==> config.mk <==
export PLATFORM = sky130hd
export DESIGN_NAME = digit_text_to_bytes
export DESIGN_NICKNAME = d
export VERILOG_FILES = /design/src/hw/rtl/dtb_pkg.sv /design/src/hw/rtl/dtb_fifo.sv /design/src/hw/rtl/dtb_front.sv /design/src/hw/rtl/dtb_back.sv /design/src/hw/rtl/digit_text_to_bytes.sv
export SDC_FILE = /design/constraint.sdc
export NUM_CORES = 1
export LEC_CHECK = 0
export ABC_AREA = 1
export BUFFER_PORTS_ARGS = -buffer_cell sky130_fd_sc_hd__buf_2
export CAP_MARGIN = 20
export CORE_MARGIN = 4
export CORE_UTILIZATION = 35
export DETAILED_ROUTE_END_ITERATION = 8
export PLACE_DENSITY = 0.59
export RECOVER_POWER = 25
export SYNTH_ARGS = -nofsm -noshare
export SYNTH_HDL_FRONTEND = slang
export SYNTH_SLANG_ARGS = --single-unit
==> constraint.sdc <==
create_clock -name clk -period 10.55 [get_ports clk]
set_clock_uncertainty 0.1 [all_clocks]
set_input_delay 1.055 -clock clk [delete_from_list [all_inputs] [get_ports clk]]
set_output_delay 1.055 -clock clk [all_outputs]
set_load 0.03 [all_outputs]
==> src/hw/rtl/dtb_pkg.sv <==
// Shared types, constants and helper functions of the digit text to bytes parser.
`default_nettype none

package dtb_pkg;

    localparam int CFG_INDEX_W   = 3;
    localparam int CFG_DATA_W    = 32;
    localparam int CMD_DEPTH_DEF = 2;
    localparam int RES_DEPTH_DEF = 2;

    localparam logic [3:0] MAX_DIGITS = 4'd8;

    localparam logic [4:0]  NUMBER_BASE_RST      = 5'd16;
    localparam logic [3:0]  DIGITS_PER_GROUP_RST = 4'd2;

    localparam logic [7:0] CHR_ZERO   = 8'h30;
    localparam logic [7:0] CHR_NINE   = 8'h39;
    localparam logic [7:0] CHR_UPPER_A = 8'h41;
    localparam logic [7:0] CHR_LOWER_A = 8'h61;
    localparam logic [7:0] CHR_SPACE  = 8'h20;
    localparam logic [7:0] CHR_TAB    = 8'h09;
    localparam logic [7:0] CHR_CR     = 8'h0D;
    localparam logic [7:0] CHR_LF     = 8'h0A;
    localparam logic [7:0] CHR_NUL    = 8'h00;

    typedef enum logic [CFG_INDEX_W-1:0] {
        REG_NUMBER_BASE      = 3'd0,
        REG_DIGITS_PER_GROUP = 3'd1,
        REG_LOWER_CASE       = 3'd2,
        REG_SKIP_GROUPS      = 3'd3,
        REG_LIMIT_ENABLE     = 3'd4,
        REG_LIMIT_COUNT      = 3'd5
    } cfg_idx_t;

    typedef enum logic [1:0] {
        KIND_DATA  = 2'd0,
        KIND_END   = 2'd1,
        KIND_ERROR = 2'd2
    } kind_t;

    typedef enum logic [1:0] {
        CLS_DIGIT = 2'd0,
        CLS_SEP   = 2'd1,
        CLS_BAD   = 2'd2,
        CLS_END   = 2'd3
    } cls_t;

    typedef enum logic {
        ST_RUN   = 1'b0,
        ST_FLUSH = 1'b1
    } back_state_t;

    typedef struct packed {
        logic [4:0]  number_base;
        logic [3:0]  digits_per_group;
        logic        lower_case_letters;
        logic [31:0] skip_groups;
        logic        limit_enable;
        logic [31:0] limit_count;
    } cfg_t;

    // val: digit value for CLS_DIGIT, raw character for CLS_BAD
    typedef struct packed {
        cls_t       cls;
        logic [7:0] val;
    } cmd_t;

    typedef struct packed {
        logic [7:0] byte_value;
        kind_t      kind;
        logic       last;
    } res_t;

    function automatic logic [4:0] eff_base(input logic [4:0] b);
        logic [4:0] r;
        if (b < 5'd2)
            r = 5'd2;
        else if (b > 5'd16)
            r = 5'd16;
        else
            r = b;
        return r;
    endfunction

    function automatic logic [3:0] eff_width(input logic [3:0] w);
        logic [3:0] r;
        if (w == 4'd0)
            r = 4'd1;
        else if (w > MAX_DIGITS)
            r = MAX_DIGITS;
        else
            r = w;
        return r;
    endfunction

endpackage

`default_nettype wire

==> src/hw/rtl/dtb_fifo.sv <==
// Small first-word-fall-through queue used between front, back and result port.
`default_nettype none

module dtb_fifo
    import dtb_pkg::*;
#(
    parameter int DATA_W = 8,
    parameter int DEPTH  = 2
)(
    input  wire logic              clk,
    input  wire logic              rst_n,
    input  wire logic              push,
    input  wire logic [DATA_W-1:0] wr_data,
    output logic                   full,
    input  wire logic              pop,
    output logic [DATA_W-1:0]      rd_data,
    output logic                   empty
);

    localparam int ADDR_W = (DEPTH > 1) ? $clog2(DEPTH) : 1;
    localparam int CNT_W  = $clog2(DEPTH + 1);
    localparam logic [ADDR_W-1:0] LAST_ADDR = ADDR_W'(DEPTH - 1);
    localparam logic [CNT_W-1:0]  FULL_CNT  = CNT_W'(DEPTH);

    logic [DATA_W-1:0] mem [DEPTH];
    logic [ADDR_W-1:0] wr_ptr_reg, wr_ptr_next;
    logic [ADDR_W-1:0] rd_ptr_reg, rd_ptr_next;
    logic [CNT_W-1:0]  count_reg, count_next;
    logic              do_push, do_pop;

    assign full    = (count_reg == FULL_CNT);
    assign empty   = (count_reg == '0);
    assign do_push = push && !full;
    assign do_pop  = pop && !empty;
    assign rd_data = mem[rd_ptr_reg];

    always_comb
    begin
        wr_ptr_next = wr_ptr_reg;
        rd_ptr_next = rd_ptr_reg;
        count_next  = count_reg;
        if (do_push)
        begin
            wr_ptr_next = (wr_ptr_reg == LAST_ADDR) ? '0 : wr_ptr_reg + 1'b1;
        end
        if (do_pop)
        begin
            rd_ptr_next = (rd_ptr_reg == LAST_ADDR) ? '0 : rd_ptr_reg + 1'b1;
        end
        if (do_push && !do_pop)
            count_next = count_reg + 1'b1;
        else if (do_pop && !do_push)
            count_next = count_reg - 1'b1;
    end

    always_ff @(posedge clk or negedge rst_n)
    begin
        if (!rst_n)
        begin
            wr_ptr_reg <= '0;
            rd_ptr_reg <= '0;
            count_reg  <= '0;
        end
        else
        begin
            wr_ptr_reg <= wr_ptr_next;
            rd_ptr_reg <= rd_ptr_next;
            count_reg  <= count_next;
        end
    end

    always_ff @(posedge clk)
    begin
        if (do_push)
            mem[wr_ptr_reg] <= wr_data;
    end

endmodule

`default_nettype wire

==> src/hw/rtl/dtb_front.sv <==
// Front end: accepts characters and classifies them into digit, separator, bad or end.
`default_nettype none

module dtb_front
    import dtb_pkg::*;
(
    input  wire logic       push,
    input  wire logic [7:0] text_char,
    input  wire logic       stream_end,
    input  wire logic [4:0] number_base,
    input  wire logic       lower_case_letters,
    input  wire logic       cmd_full,
    output logic            cmd_push,
    output cmd_t            cmd
);

    logic [4:0] base;
    logic [7:0] letter_a;
    logic [7:0] dig_val;
    logic       is_num;
    logic       is_letter;
    logic       is_sep;
    logic       is_digit;

    assign base      = eff_base(number_base);
    assign letter_a  = lower_case_letters ? CHR_LOWER_A : CHR_UPPER_A;
    assign is_num    = (text_char >= CHR_ZERO) && (text_char <= CHR_NINE);
    assign is_letter = (text_char >= letter_a) && (text_char <= letter_a + 8'd5);
    assign is_sep    = (text_char == CHR_SPACE) || (text_char == CHR_TAB)
                    || (text_char == CHR_CR) || (text_char == CHR_LF)
                    || (text_char == CHR_NUL);

    always_comb
    begin
        dig_val = 8'd16;
        if (is_num)
            dig_val = text_char - CHR_ZERO;
        else if (is_letter)
            dig_val = text_char - letter_a + 8'd10;
    end

    assign is_digit = (is_num || is_letter) && (dig_val < {3'b000, base});
    assign cmd_push = push && !cmd_full;

    always_comb
    begin
        cmd.val = text_char;
        priority if (stream_end)
            cmd.cls = CLS_END;
        else if (is_digit)
        begin
            cmd.cls = CLS_DIGIT;
            cmd.val = dig_val;
        end
        else if (is_sep)
            cmd.cls = CLS_SEP;
        else
            cmd.cls = CLS_BAD;
    end

endmodule

`default_nettype wire

==> src/hw/rtl/dtb_back.sv <==
// Back end: accumulates digits, closes groups, applies skip and limit, builds results.
`default_nettype none

module dtb_back
    import dtb_pkg::*;
(
    input  wire logic clk,
    input  wire logic rst_n,
    input  wire cfg_t cfg,
    input  wire logic cmd_empty,
    input  wire cmd_t cmd,
    output logic      cmd_pop,
    input  wire logic res_full,
    output logic      res_push,
    output res_t      res
);

    back_state_t state_reg, state_next;
    logic [7:0]  acc_reg, acc_next;
    logic [3:0]  cnt_reg, cnt_next;
    logic [31:0] skip_reg, skip_next;
    logic [31:0] emit_reg, emit_next;
    logic        lstop_reg, lstop_next;
    logic        estop_reg, estop_next;

    logic [4:0]  base;
    logic [3:0]  width;
    logic [12:0] prod;
    logic [7:0]  acc_new;
    logic [3:0]  cnt_new;
    logic        stopped;
    logic        go;
    logic        closes;
    logic        flush_ok;
    logic        at_limit;

    assign base     = eff_base(cfg.number_base);
    assign width    = eff_width(cfg.digits_per_group);
    assign prod     = 13'(acc_reg) * 13'(base);
    assign acc_new  = prod[7:0] + cmd.val;
    assign cnt_new  = cnt_reg + 4'd1;
    assign stopped  = lstop_reg || estop_reg;
    assign go       = !cmd_empty && !res_full;
    assign at_limit = cfg.limit_enable && (emit_reg == cfg.limit_count);
    assign closes   = ((cmd.cls == CLS_DIGIT) && (cnt_new >= width))
                   || ((cmd.cls == CLS_SEP) && (cnt_reg != 4'd0));
    assign flush_ok = (cnt_reg != 4'd0) && (skip_reg == '0) && !stopped
                   && (!cfg.limit_enable || (emit_reg < cfg.limit_count));

    always_comb
    begin
        state_next     = state_reg;
        acc_next       = acc_reg;
        cnt_next       = cnt_reg;
        skip_next      = skip_reg;
        emit_next      = emit_reg;
        lstop_next     = lstop_reg;
        estop_next     = estop_reg;
        cmd_pop        = 1'b0;
        res_push       = 1'b0;
        res.byte_value = acc_reg;
        res.kind       = KIND_DATA;
        res.last       = 1'b1;
        if (go)
        begin
            unique case (cmd.cls)
                CLS_END:
                begin
                    res_push = 1'b1;
                    if (state_reg == ST_RUN && flush_ok)
                    begin
                        res.last   = 1'b0;
                        state_next = ST_FLUSH;
                    end
                    else
                    begin
                        res.byte_value = '0;
                        res.kind       = KIND_END;
                        cmd_pop        = 1'b1;
                        state_next     = ST_RUN;
                        acc_next       = '0;
                        cnt_next       = '0;
                        skip_next      = cfg.skip_groups;
                        emit_next      = '0;
                        lstop_next     = 1'b0;
                        estop_next     = 1'b0;
                    end
                end
                CLS_BAD:
                begin
                    cmd_pop = 1'b1;
                    if (!stopped)
                    begin
                        res_push       = 1'b1;
                        res.byte_value = cmd.val;
                        res.kind       = KIND_ERROR;
                        estop_next     = 1'b1;
                        acc_next       = '0;
                        cnt_next       = '0;
                    end
                end
                CLS_DIGIT, CLS_SEP:
                begin
                    cmd_pop = 1'b1;
                    if (!stopped)
                    begin
                        if (cmd.cls == CLS_DIGIT)
                        begin
                            acc_next       = acc_new;
                            cnt_next       = cnt_new;
                            res.byte_value = acc_new;
                        end
                        if (closes)
                        begin
                            acc_next = '0;
                            cnt_next = '0;
                            priority if (skip_reg != '0)
                                skip_next = skip_reg - 32'd1;
                            else if (at_limit)
                                lstop_next = 1'b1;
                            else
                            begin
                                res_push = 1'b1;
                                if (cfg.limit_enable)
                                    emit_next = emit_reg + 32'd1;
                            end
                        end
                    end
                end
                default:
                begin
                    cmd_pop = 1'b1;
                end
            endcase
        end
    end

    always_ff @(posedge clk or negedge rst_n)
    begin
        if (!rst_n)
        begin
            state_reg <= ST_RUN;
            acc_reg   <= '0;
            cnt_reg   <= '0;
            skip_reg  <= '0;
            emit_reg  <= '0;
            lstop_reg <= 1'b0;
            estop_reg <= 1'b0;
        end
        else
        begin
            state_reg <= state_next;
            acc_reg   <= acc_next;
            cnt_reg   <= cnt_next;
            skip_reg  <= skip_next;
            emit_reg  <= emit_next;
            lstop_reg <= lstop_next;
            estop_reg <= estop_next;
        end
    end

    a_flush_holds_end: assert property (@(posedge clk) disable iff (!rst_n)
        (state_reg == ST_FLUSH) |-> (!cmd_empty && cmd.cls == CLS_END))
        else $error("flush state without a pending end command");

    a_count_below_group: assert property (@(posedge clk) disable iff (!rst_n)
        cnt_reg < MAX_DIGITS)
        else $error("digit count reached a full group without closing");

    a_no_push_when_full: assert property (@(posedge clk) disable iff (!rst_n)
        res_push |-> !res_full)
        else $error("result transfer into a full queue");

    a_error_stops: assert property (@(posedge clk) disable iff (!rst_n)
        (res_push && res.kind == KIND_ERROR) |=> estop_reg)
        else $error("error result did not stop the stream");

endmodule

`default_nettype wire

==> src/hw/rtl/digit_text_to_bytes.sv <==
// Top level of the digit text to bytes parser: config registers, front, queues, back.
//
// Input channel: one character per transfer (text_char, or stream_end=1 to end a
// stream), taken at a clock edge with push high and full low.
// Result channel: byte_value, result_kind, last_result of the oldest result are
// shown while empty is low and leave at an edge with pop high.
// Config: cfg_write with cfg_index/cfg_data writes one register per edge; the user
// must write only while no item is in flight; the block itself does not enforce it.
// Throughput: one character per cycle while the result queue has room; an end of
// stream that flushes a partial group makes two results and holds its end command.
// A taken character is written into the command queue; the back end reads it from
// the queue head and writes its result into the result queue, whose head is shown
// on the result ports and can leave from there.
// When the receiver stalls, the result queue fills, the back end holds, the
// command queue fills and full rises; nothing is dropped.
// Reset clears the queues, the parse state and restores register defaults.
`default_nettype none

module digit_text_to_bytes
    import dtb_pkg::*;
#(
    parameter int CMD_DEPTH = CMD_DEPTH_DEF,
    parameter int RES_DEPTH = RES_DEPTH_DEF
)(
    input  wire logic                   clk,
    input  wire logic                   rst_n,
    input  wire logic                   push,
    output logic                        full,
    input  wire logic [7:0]             text_char,
    input  wire logic                   stream_end,
    output logic                        empty,
    input  wire logic                   pop,
    output logic [7:0]                  byte_value,
    output logic [1:0]                  result_kind,
    output logic                        last_result,
    input  wire logic                   cfg_write,
    input  wire logic [CFG_INDEX_W-1:0] cfg_index,
    input  wire logic [CFG_DATA_W-1:0]  cfg_data
);

    logic [4:0]  number_base_reg;
    logic [3:0]  digits_per_group_reg;
    logic        lower_case_reg;
    logic [31:0] skip_groups_reg;
    logic        limit_enable_reg;
    logic [31:0] limit_count_reg;
    cfg_t        cfg;

    logic cmd_push, cmd_full, cmd_empty, cmd_pop;
    cmd_t cmd_in, cmd_out;
    logic res_push, res_full;
    res_t res_in, res_out;

    always_ff @(posedge clk or negedge rst_n)
    begin
        if (!rst_n)
        begin
            number_base_reg      <= NUMBER_BASE_RST;
            digits_per_group_reg <= DIGITS_PER_GROUP_RST;
            lower_case_reg       <= 1'b0;
            skip_groups_reg      <= '0;
            limit_enable_reg     <= 1'b0;
            limit_count_reg      <= '0;
        end
        else if (cfg_write)
        begin
            unique case (cfg_index)
                REG_NUMBER_BASE:      number_base_reg      <= cfg_data[4:0];
                REG_DIGITS_PER_GROUP: digits_per_group_reg <= cfg_data[3:0];
                REG_LOWER_CASE:       lower_case_reg       <= cfg_data[0];
                REG_SKIP_GROUPS:      skip_groups_reg      <= cfg_data[31:0];
                REG_LIMIT_ENABLE:     limit_enable_reg     <= cfg_data[0];
                REG_LIMIT_COUNT:      limit_count_reg      <= cfg_data[31:0];
                default:
                begin
                end
            endcase
        end
    end

    assign cfg.number_base        = number_base_reg;
    assign cfg.digits_per_group   = digits_per_group_reg;
    assign cfg.lower_case_letters = lower_case_reg;
    assign cfg.skip_groups        = skip_groups_reg;
    assign cfg.limit_enable       = limit_enable_reg;
    assign cfg.limit_count        = limit_count_reg;

    assign full = cmd_full;

    dtb_front u_front (
        .push               (push),
        .text_char          (text_char),
        .stream_end         (stream_end),
        .number_base        (number_base_reg),
        .lower_case_letters (lower_case_reg),
        .cmd_full           (cmd_full),
        .cmd_push           (cmd_push),
        .cmd                (cmd_in)
    );

    dtb_fifo #(
        .DATA_W ($bits(cmd_t)),
        .DEPTH  (CMD_DEPTH)
    ) u_cmd_fifo (
        .clk     (clk),
        .rst_n   (rst_n),
        .push    (cmd_push),
        .wr_data (cmd_in),
        .full    (cmd_full),
        .pop     (cmd_pop),
        .rd_data (cmd_out),
        .empty   (cmd_empty)
    );

    dtb_back u_back (
        .clk       (clk),
        .rst_n     (rst_n),
        .cfg       (cfg),
        .cmd_empty (cmd_empty),
        .cmd       (cmd_out),
        .cmd_pop   (cmd_pop),
        .res_full  (res_full),
        .res_push  (res_push),
        .res       (res_in)
    );

    dtb_fifo #(
        .DATA_W ($bits(res_t)),
        .DEPTH  (RES_DEPTH)
    ) u_res_fifo (
        .clk     (clk),
        .rst_n   (rst_n),
        .push    (res_push),
        .wr_data (res_in),
        .full    (res_full),
        .pop     (pop),
        .rd_data (res_out),
        .empty   (empty)
    );

    assign byte_value  = res_out.byte_value;
    assign result_kind = res_out.kind;
    assign last_result = res_out.last;

endmodule

`default_nettype wire
Word-level counts from Yosys, hierarchy flattened

Memories as Yosys holds them, arrays and structs flattened.
Index checks and enable logic that the tools add are counted.

$mul: 1
Equal/unequal tests: 25
$lt $le $gt $ge: 10
Bitwise operators: 1
Reductions and logical operators: 66
Multiplexer cells: 74
Add/subtract/negate cells: 16

Operator list:

| kind                  | number |
|---|---|
| $mux 32               | 10 |
| $pmux 32 s2           | 2 |
| $mux 8                | 10 |
| $pmux 8 s3            | 2 |
| $add 32x1->32 const B | 1 |
| $eq 32x32->1          | 1 |
| $logic_not 32->1      | 1 |
| $lt 32x32->1          | 1 |
| $reduce_bool 32->1    | 1 |
| $sub 32x1->32 const B | 1 |
| $mux 4                | 7 |
| $eq 8x4->1 const B    | 3 |
| $mux 1                | 24 |
| $logic_and 1x1->1     | 20 |
| $mux 10               | 2 |
| $mux 2                | 7 |
| $reduce_and 2->1      | 7 |
| $ne 2x2->1 const B    | 6 |
| $pmux 4 s3            | 1 |
| $mux 11               | 1 |
| $logic_not 1->1       | 10 |
| $mux 5                | 2 |
| $add 8x3->8 const B   | 1 |
| $add 8x4->8 const B   | 1 |
| 44 further kinds      | 71 |

Memories kept: 2
Bits in writable memories: 42
Input port bits: 49
Register bits: 162

Memory list:

| memory         | depth | width | read ports | clocked after Yosys merged registers in | write ports | line           | source |
|---|---|---|---|---|---|---|---|
| u_res_fifo.mem | 2     | 11    | 1          | 0                                       | 1           | dtb_fifo.sv:25 | `logic [DATA_W-1:0] mem [DEPTH];` |
| u_cmd_fifo.mem | 2     | 10    | 1          | 0                                       | 1           | dtb_fifo.sv:25 |  |

Longest topological paths before layout

Gate-level depths: netlist (run 1).

Depth after elaboration: 15
Gate-level depth with buffers: 27
Depth with buffers taken out: 26

Cells and area by module

From an unflattened synthesis (run 1), not the netlist that was laid out.

Cell total of the unflattened synthesis: 1838
Area, all modules: 13754.4 um^2

By module, submodules not included:

| module                | instances | cells each | area an instance (um^2) | seq. area each (um^2) |
|---|---|---|---|---|
| dtb_back              | 1         | 1186       | 7893.8                  | 1976.9 |
| digit_text_to_bytes   | 1         | 335        | 2966.6                  | 1879.3 |
| dtb_fifo (u_res_fifo) | 1         | 89         | 1028.5                  | 760.7 |
| dtb_fifo (u_cmd_fifo) | 1         | 84         | 957.2                   | 700.7 |
| dtb_front             | 1         | 144        | 908.4                   | 0.0 |

Worst setup path before layout (run 1)

No wires, ideal clock.

Path type: register to register
Start point: register number_base_reg[4]
End point: memory u_res_fifo.mem[0][10] in the netlist's numbering (data pin)
Slack: 6.191 ns
Arrival time: 4.002 ns
Cell stages (with the launch flop): 27
Setup time: 0.256 ns
Clock period less this slack: 4.359 ns
Path through: dfstp_2 -> clkbuf_1 -> inv_1 -> nand2_1 -> nand2_1 -> inv_1 -> nor2_1 -> fa_1 -> inv_1 -> fa_1 -> fa_1 -> inv_1 -> ha_1 -> a21oi_1 -> nand2_1 -> nand2_1 -> nand2_1 -> nand2_1 -> nand2_1 -> nand3_1 -> nand2_1 -> nand2_1 -> nand3_1 -> nand3_1 -> nand2_1 -> nand2_1 -> nand2_1

RTL lines:

| element                | line                      | source |
|---|---|---|
| from (decl)            | digit_text_to_bytes.sv:41 | `logic [4:0] number_base_reg;` |
| from (signal assigned) | digit_text_to_bytes.sv:68 | `REG_NUMBER_BASE: number_base_reg <= cfg_data[4:0];` |
| to (decl)              | dtb_fifo.sv:25            |  |

==> results of run 1 <==
cell usage in the layout (no fill, tap or decap), types with 3 or more instances in the layout:
cell        netlist  routed
inv_1           216     215
nand3_1          87      87
inv_2             4       5
dfrtp_1         160     160
o211ai_1          9       9
nor4_1            8       8
buf_4             7       6
xnor2_1          30      30
edfxtp_1         42      42
clkbuf_16         0      25
ha_1             77      77
fa_1             18      18
nor3_1           24      24
nor2_1          182     182
clkinv_2          0       3
clkinv_1          1       3
o21ai_0         134     134
buf_2             8      57
nand4_1          15      15
a31oi_1          10      10
nand2_2           2       3
a21o_1            3       3
clkbuf_1         30       6
o21ai_1           7       6
nand2_1         578     577
or2_2             3       3
a21oi_1          35      35
nand3b_1          5       5
o22ai_1           3       3
nor2_2            5       5
xor2_1           22      22
clkinvlp_4        0       5
final cells by class:
type | instances | area share
clock buffer | 28 | 0.04422
timing repair buffer | 68 | 0.02497
multi-input combinational | 1283 | 0.4601
clock inverter | 15 | 0.01001
sequential | 204 | 0.3635
inverter | 222 | 0.05713
tap | 468 | 0.04003
metal layers:
metal  global-route usage  vias up
li1                     -     5691
met1               0.2361     5156
met2               0.2701      189
met3              0.02498       42
met4              0.03760        0
met5                    0        -
logic make-up (layout without fill, tap and decap cells):
family,after synthesis,count (layout),share of synthesized area
xor+xnor,52,52,0.03472
mux,2,2,0.001526
fa+ha+maj,95,95,0.1009
buf+inv,270,333,0.08193
flops,204,204,0.4054
simple gates,922,922,0.2881
compound gates,212,212,0.08747
through the flow:
stage	util	hold WS [ns]	cells
after floorplan	-	0.3530	1757
after global routing	0.3977	0.4000	2288
after CTS	0.3976	0.3900	2287
after detailed placement	0.3760	0.3743	2244
after global placement	0.3760	0.3673	2244
final	0.3977	0.3846	2288
how the worst max path moves through the flow:
stage / to / cells after the start / slack [ns] / from
2_1_floorplan: u_res_fifo.mem[0][10] / 26 / 6.19 / number_base_reg[4]
3_3_place_gp: u_res_fifo.mem[0][9] / 21 / 6.08 / number_base_reg[4]
3_5_place_dp: u_res_fifo.mem[0][9] / 21 / 6.04 / number_base_reg[4]
4_1_cts: u_res_fifo.mem[0][9] / 21 / 6.02 / number_base_reg[4]
5_1_grt: u_back.skip_reg[21] / 1 / 3.79 / rst_n
6_report: u_res_fifo.wr_ptr_reg / 1 / 4.92 / rst_n
synth_stat cells (3+ instances only):
cell type / count / share of area
a21o_1: 3 / 0.0017
a21oi_1: 35 / 0.013
a31oi_1: 10 / 0.0048
buf_2: 8 / 0.0031
buf_4: 7 / 0.0040
buf_6: 3 / 0.0026
clkbuf_1: 30 / 0.0086
dfrtp_1: 160 / 0.31
edfxtp_1: 42 / 0.096
fa_1: 18 / 0.027
ha_1: 77 / 0.073
inv_1: 216 / 0.062
inv_2: 4 / 0.0011
nand2_1: 578 / 0.17
nand3_1: 87 / 0.033
nand3b_1: 5 / 0.0029
nand4_1: 15 / 0.0072
nor2_1: 182 / 0.052
nor2_2: 5 / 0.0024
nor3_1: 24 / 0.0092
nor4_1: 8 / 0.0038
o211ai_1: 9 / 0.0052
o21ai_0: 134 / 0.051
o21ai_1: 7 / 0.0027
o22ai_1: 3 / 0.0014
or2_2: 3 / 0.0014
xnor2_1: 30 / 0.020
xor2_1: 22 / 0.015
power by group through the flow:
stage / combinational, mW / clock (mW) / sequential [mW]
2_1_floorplan: 0.970 / 0 / 1.12
3_3_place_gp: 1.23 / 0 / 1.17
3_5_place_dp: 1.26 / 0 / 1.17
4_1_cts: 1.26 / 0.855 / 1.16
5_1_grt: 1.43 / 0.892 / 1.19
6_report: 1.25 / 0.831 / 1.16
worst min-delay path, stage by stage, from the launching register on:
cell and delay [ns]:
dfrtp_1 0.34, nand2_1 0.05, o21ai_0 0.06
==> summary.md, run 1 <==
| Metric | Value |
|---|---|
| Reg area | about 5300 um^2 |
| Clock Latency Late Sink | about 0.52 ns |
| Drt first-iter violations | 812 |
| CTS clk-pin slew, worst paths | 0.06 ns |
| Power density over the cells | 221.3 nW/um^2 |
| Multi-input gate area | 6731 um^2 |
| Max cap viols | 1 |
| Final worst slack | ~4.9 ns |
| Max-slew violations | 94 |
| Post_cts resized | 0 |
| Failing checks | capacitance limit, slew limit |
| Buf/Inv on CP | 1 |
| Root Buffer Master | clkbuf_16 |
| Post-Syn Area | 13120 um^2 |
| Routed vias/inst | 4.842 |
| Die Span Y | 201.6 um |
| GP Congestion | 0.8744 |
| CP Capture Type | async pin |
| Clock period minus worst slack | 5.625 ns |
| Outcome | finished, violations left |
| Largest net degree at the start of global routing | 94 |
| Filler instances | 3760 |
| Hold depth | 2 |
| Reg2Reg Depth | 25 |
| Leak pwr | around 7.1 nW |
| Post-synth top flop | dfrtp_1 |
| Total Routing Usage GR | 0.1663 |
| DP Worst Slack | a little over 6 ns |
| Clk pwr share | 0.257 |
| Switch share | 0.4206 |
| Starting Density | 0.3566 |
| FF-to-FF Start | number_base_reg[4] |
| Core box area | 36790 um^2 |
| Syn_area_per_cell | 7.466 um^2 |
| Delay-heaviest family, CP | buffers and inverters |
| Syn-to-layout area delta | 11.52% |
| Net count after synthesis | between 1500 and 2000 |
| Max Used Layer | met4 |
| Flops & latches, synth | 204 |
| First-pass GRT wire length | 56.41 mm |
| Hold Path Origin | skip_groups_reg[10] |
| Drc violations | 0 |
| Switching pwr | 1.362 mW |
| WP data required | 9.78 ns |
| Final period util | 0.5332 |
| Post-layout net count | 1947 |
| Port bufs | 61 |
| FP Rows | 70 |
| H-tree depth | 1 |
| ANT nets after route | 0 |
| Setup Crit Path Kind | in2async |
| FF-to-FF End | u_res_fifo.mem[0][10] |
| Syn Inst Count | 1757 |
| Tightest Pin Transition | 5.380 ns |
| Post-CTS Setup Inserts | 0 |
| Crit start category | primary input |
| Cell Int Power | about 1.9 mW |
| CTS buffer count | 24 |
| Initial antenna violation count | 0 |
| Via count | 11080 |
| CP Cell Sequence | clkbuf_1 |
| CTS tree | built |
| Ports | 62 |
| Hold Path Class | reg2reg |
| HPWL Detailed | 25.00 mm |
| Slew Limit Headroom | -2.587 |
| Number of enable flip-flop cells after synthesis | 42 |
| Register area share after synthesis | 0.4054 |
| Syn. warnings | 0 |
| Final setup viols | 0 |
| RSZ-0062 raised after global routing | no |
| Final Cell Area | 14630 um^2 |
| Clk sinks | 204 |
| Post-CTS Hold Buffers | 0 |
| Clk buf depth | 3 |
| Combinational Power Share | 0.385 |
| Max VDD drop | 0.0001185 V |
| Seq pwr share | 0.358 |
| Ys async rst share | 0.7941 |
| GR Overflow Total | 0 |
| Largest stage delay, worst path | 3.70 ns |
| Max Clk Rate | around 180 MHz |
| Router iterations before antenna repair | 5 |
| Worst-path fanout max | 93 |
| Met3 WL | 1.655 mm |
| Met2 WL | 15.59 mm |
| Count of different cell masters after synthesis | 53 |
| Ant. Diodes | 0 |
| Die footprint | 40640 um^2 |
| Vias in the first global route | about 11000 |
| Routed WL | 33.87 mm |
| Final hold violation count | 0 |
| WL/cell | 14.81 um |
| Setup TNS | 0 ns |
| CP max stage cell | clkbuf_1 |
| Placed cell area | 13830 um^2 |
| M1 wire length | 16.08 mm |
| CP Data Arrival Time | 4.85 ns |
| R2R Setup Slk | ~6.0 ns |
| Hold endpoint | skip_groups_reg[10] |
| Design Power | approximately 3.2 mW |
| Proportion of layout cells with a drive suffix above 1 | 0.07308 |
| Die Wd | roughly 200 um |
(Power assumes the default switching activity.)
==> run 2, diff against run 1 <==
==> constraint.sdc (replaced) <==
create_clock -name clk -period 5.6 [get_ports clk]
set_clock_uncertainty 0.1 [all_clocks]
set_input_delay 0.56 -clock clk [delete_from_list [all_inputs] [get_ports clk]]
set_output_delay 0.56 -clock clk [all_outputs]
set_load 0.03 [all_outputs]
==> summary.md, run 2 (synthesis results as in run 1) <==
| Metric | Value |
|---|---|
| HPWL Detailed | 25.06 mm |
| Switching pwr | 2.531 mW |
| Multi-input gate area | 6731 um^2 |
| Root Buffer Master | clkbuf_16 |
| Outcome | completed |
| Worst-path fanout max | 9 |
| Placed insts | 2245 |
| GP Congestion | 0.8729 |
| Total Routing Usage GR | 0.1648 |
| Routed vias/inst | 4.793 |
| Switch share | 0.4164 |
| Tightest Pin Transition | 0.9711 ns |
| Drt first-iter violations | approximately 820 |
| Max Clk Rate | 216.5 MHz |
| Routed WL | around 33 mm |
| Clk sinks | around 200 |
| Cell Int Power | 3.547 mW |
| Clk pwr share | 0.258 |
| Max VDD drop | 0.0002314 V |
| CP Data Arrival Time | roughly 5 ns |
| Hold Path Class | in2async |
| CTS clk-pin slew, worst paths | ~0.060 ns |
| Proportion of layout cells with a drive suffix above 1 | 0.07414 |
| Commonest non-fill, non-tap cell in the layout | nand2_1 |
| Combinational Power Share | 0.383 |
| Final hold violation count | 0 |
| Clock period minus worst slack | 4.620 ns |
| First-pass GRT wire length | around 56 mm |
| ANT nets after route | 0 |
| Commonest non-fill, non-tap cells in the layout | nand2_1, inv_1, nor2_1, dfrtp_1, o21ai_0 |
| Slew Limit Headroom | 0.3502 |
| CTS buffer count | 24 |
| Ant. Diodes | 0 |
| Seq pwr share | 0.359 |
| Initial antenna violation count | 0 |
| Post-layout net count | 1948 |
| Crit start category | register |
| Die footprint | about 41000 um^2 |
| Clk buf depth | 3 |
| Setup TNS | 0 ns |
| Final worst slack | 0.9805 ns |
| Final Cell Area | 14640 um^2 |
| Reg area | roughly 5300 um^2 |
| Filler instances | 3775 |
| WP data required | 5.88 ns |
| Via count | 10970 |
| Leak pwr | ~7 nW |
| Post_cts resized | 0 |
| Clock Latency Late Sink | 0.53 ns |
| Die Span Y | 201.6 um |
| Power density over the cells | 415.2 nW/um^2 |
| CP Capture Type | register |
| Syn-to-layout area delta | 11.57% |
| Port bufs | slightly above 60 |
| DP Worst Slack | 1.043 ns |
| Placed cell area | 13840 um^2 |
| Die Wd | 201.6 um |
| Vias in the first global route | 10970 |
| Post-Layout Cell Count | 2289 |
| WL/cell | around 15 um |
| H-tree depth | 1 |
| Max-slew violations | 0 |
| R2R Setup Slk | 0.98 ns |
| CTS tree | built |
| Final setup viols | 0 |
| RSZ-0062 raised after global routing | no |
| Post-CTS Setup Inserts | 0 |
| Largest net degree at the start of global routing | 93 |
| Setup Crit Path Kind | reg2reg |
| Router iterations before antenna repair | 5 |
| GR Overflow Total | 0 |
| Core box area | 36790 um^2 |
| Drc violations | 0 |
| Max cap viols | 0 |
| Final period util | 0.8249 |
| Starting Density | 0.3566 |
| FP Rows | 70 |
| Post-CTS Hold Buffers | 0 |
| Ports | 62 |
==> run 2: final timing paths <==
path / startpoint / end / cells past startpoint
max: number_base_reg[4] / u_res_fifo.mem[1][9] / 21
max reg2reg: number_base_reg[4] / u_res_fifo.mem[1][9] / 21
max in group asynchronous: rst_n / limit_count_reg[6] / 2
min in group clk: cfg_data[17] / limit_count_reg[17] / 3
min: rst_n / lower_case_reg / 1
min reg2reg: skip_groups_reg[18] / skip_groups_reg[18] / 2
==> run 2: power by group through the flow <==
stage	sequential, mW	clock, mW	combinational, mW
3_3_place_gp	2.20	0	2.31
5_1_grt	2.23	1.67	2.69
4_1_cts	2.18	1.61	2.36
6_report	2.18	1.57	2.33
3_5_place_dp	2.20	0	2.35
2_1_floorplan	2.11	0	1.83
==> run 2: final cells by class <==
cell class | count | area share
sequential | 204 | 0.3633
inverter | 222 | 0.05711
clock buffer | 32 | 0.04591
clock inverter | 11 | 0.007523
tap | 468 | 0.04001
multi-input combinational | 1283 | 0.4599
timing repair buffer | 69 | 0.02616
==> run 2: per-layer routing <==
layer  part of all wire  vias to the layer above  GRT usage
li1                   -                     5688          -
met1               0.48                     5062     0.2287
met2               0.46                      175     0.2718
met3              0.037                       46    0.02224
met4              0.022                        0    0.04565
met5                  0                        -          0
==> run 2: through the flow <==
step / total power [mW] / hold slack (ns) / utilization
floorplan: 3.940 / 0.1644 / -
global placement: 4.508 / 0.3671 / 0.3762
detailed placement: 4.555 / 0.3739 / 0.3762
CTS: 6.153 / 0.06713 / 0.3975
global route: 6.587 / 0.1082 / 0.3979
finish: 6.077 / 0.03093 / 0.3979
==> run 2: critical path: stages, from the launching register on <==
cell	delay, ns
dfstp_2	0.60
inv_1	0.11
nand2_1	0.07
nand2_1	0.15
inv_1	0.21
nor2_1	0.09
fa_1	0.50
fa_1	0.49
inv_1	0.05
fa_1	0.53
inv_1	0.04
ha_1	0.33
a21oi_1	0.17
o21ai_0	0.14
xnor2_1	0.15
o21ai_0	0.21
nand2_1	0.08
nand3_1	0.10
nand2_1	0.06
o21ai_0	0.15
o21ai_0	0.10
inv_1	0.07
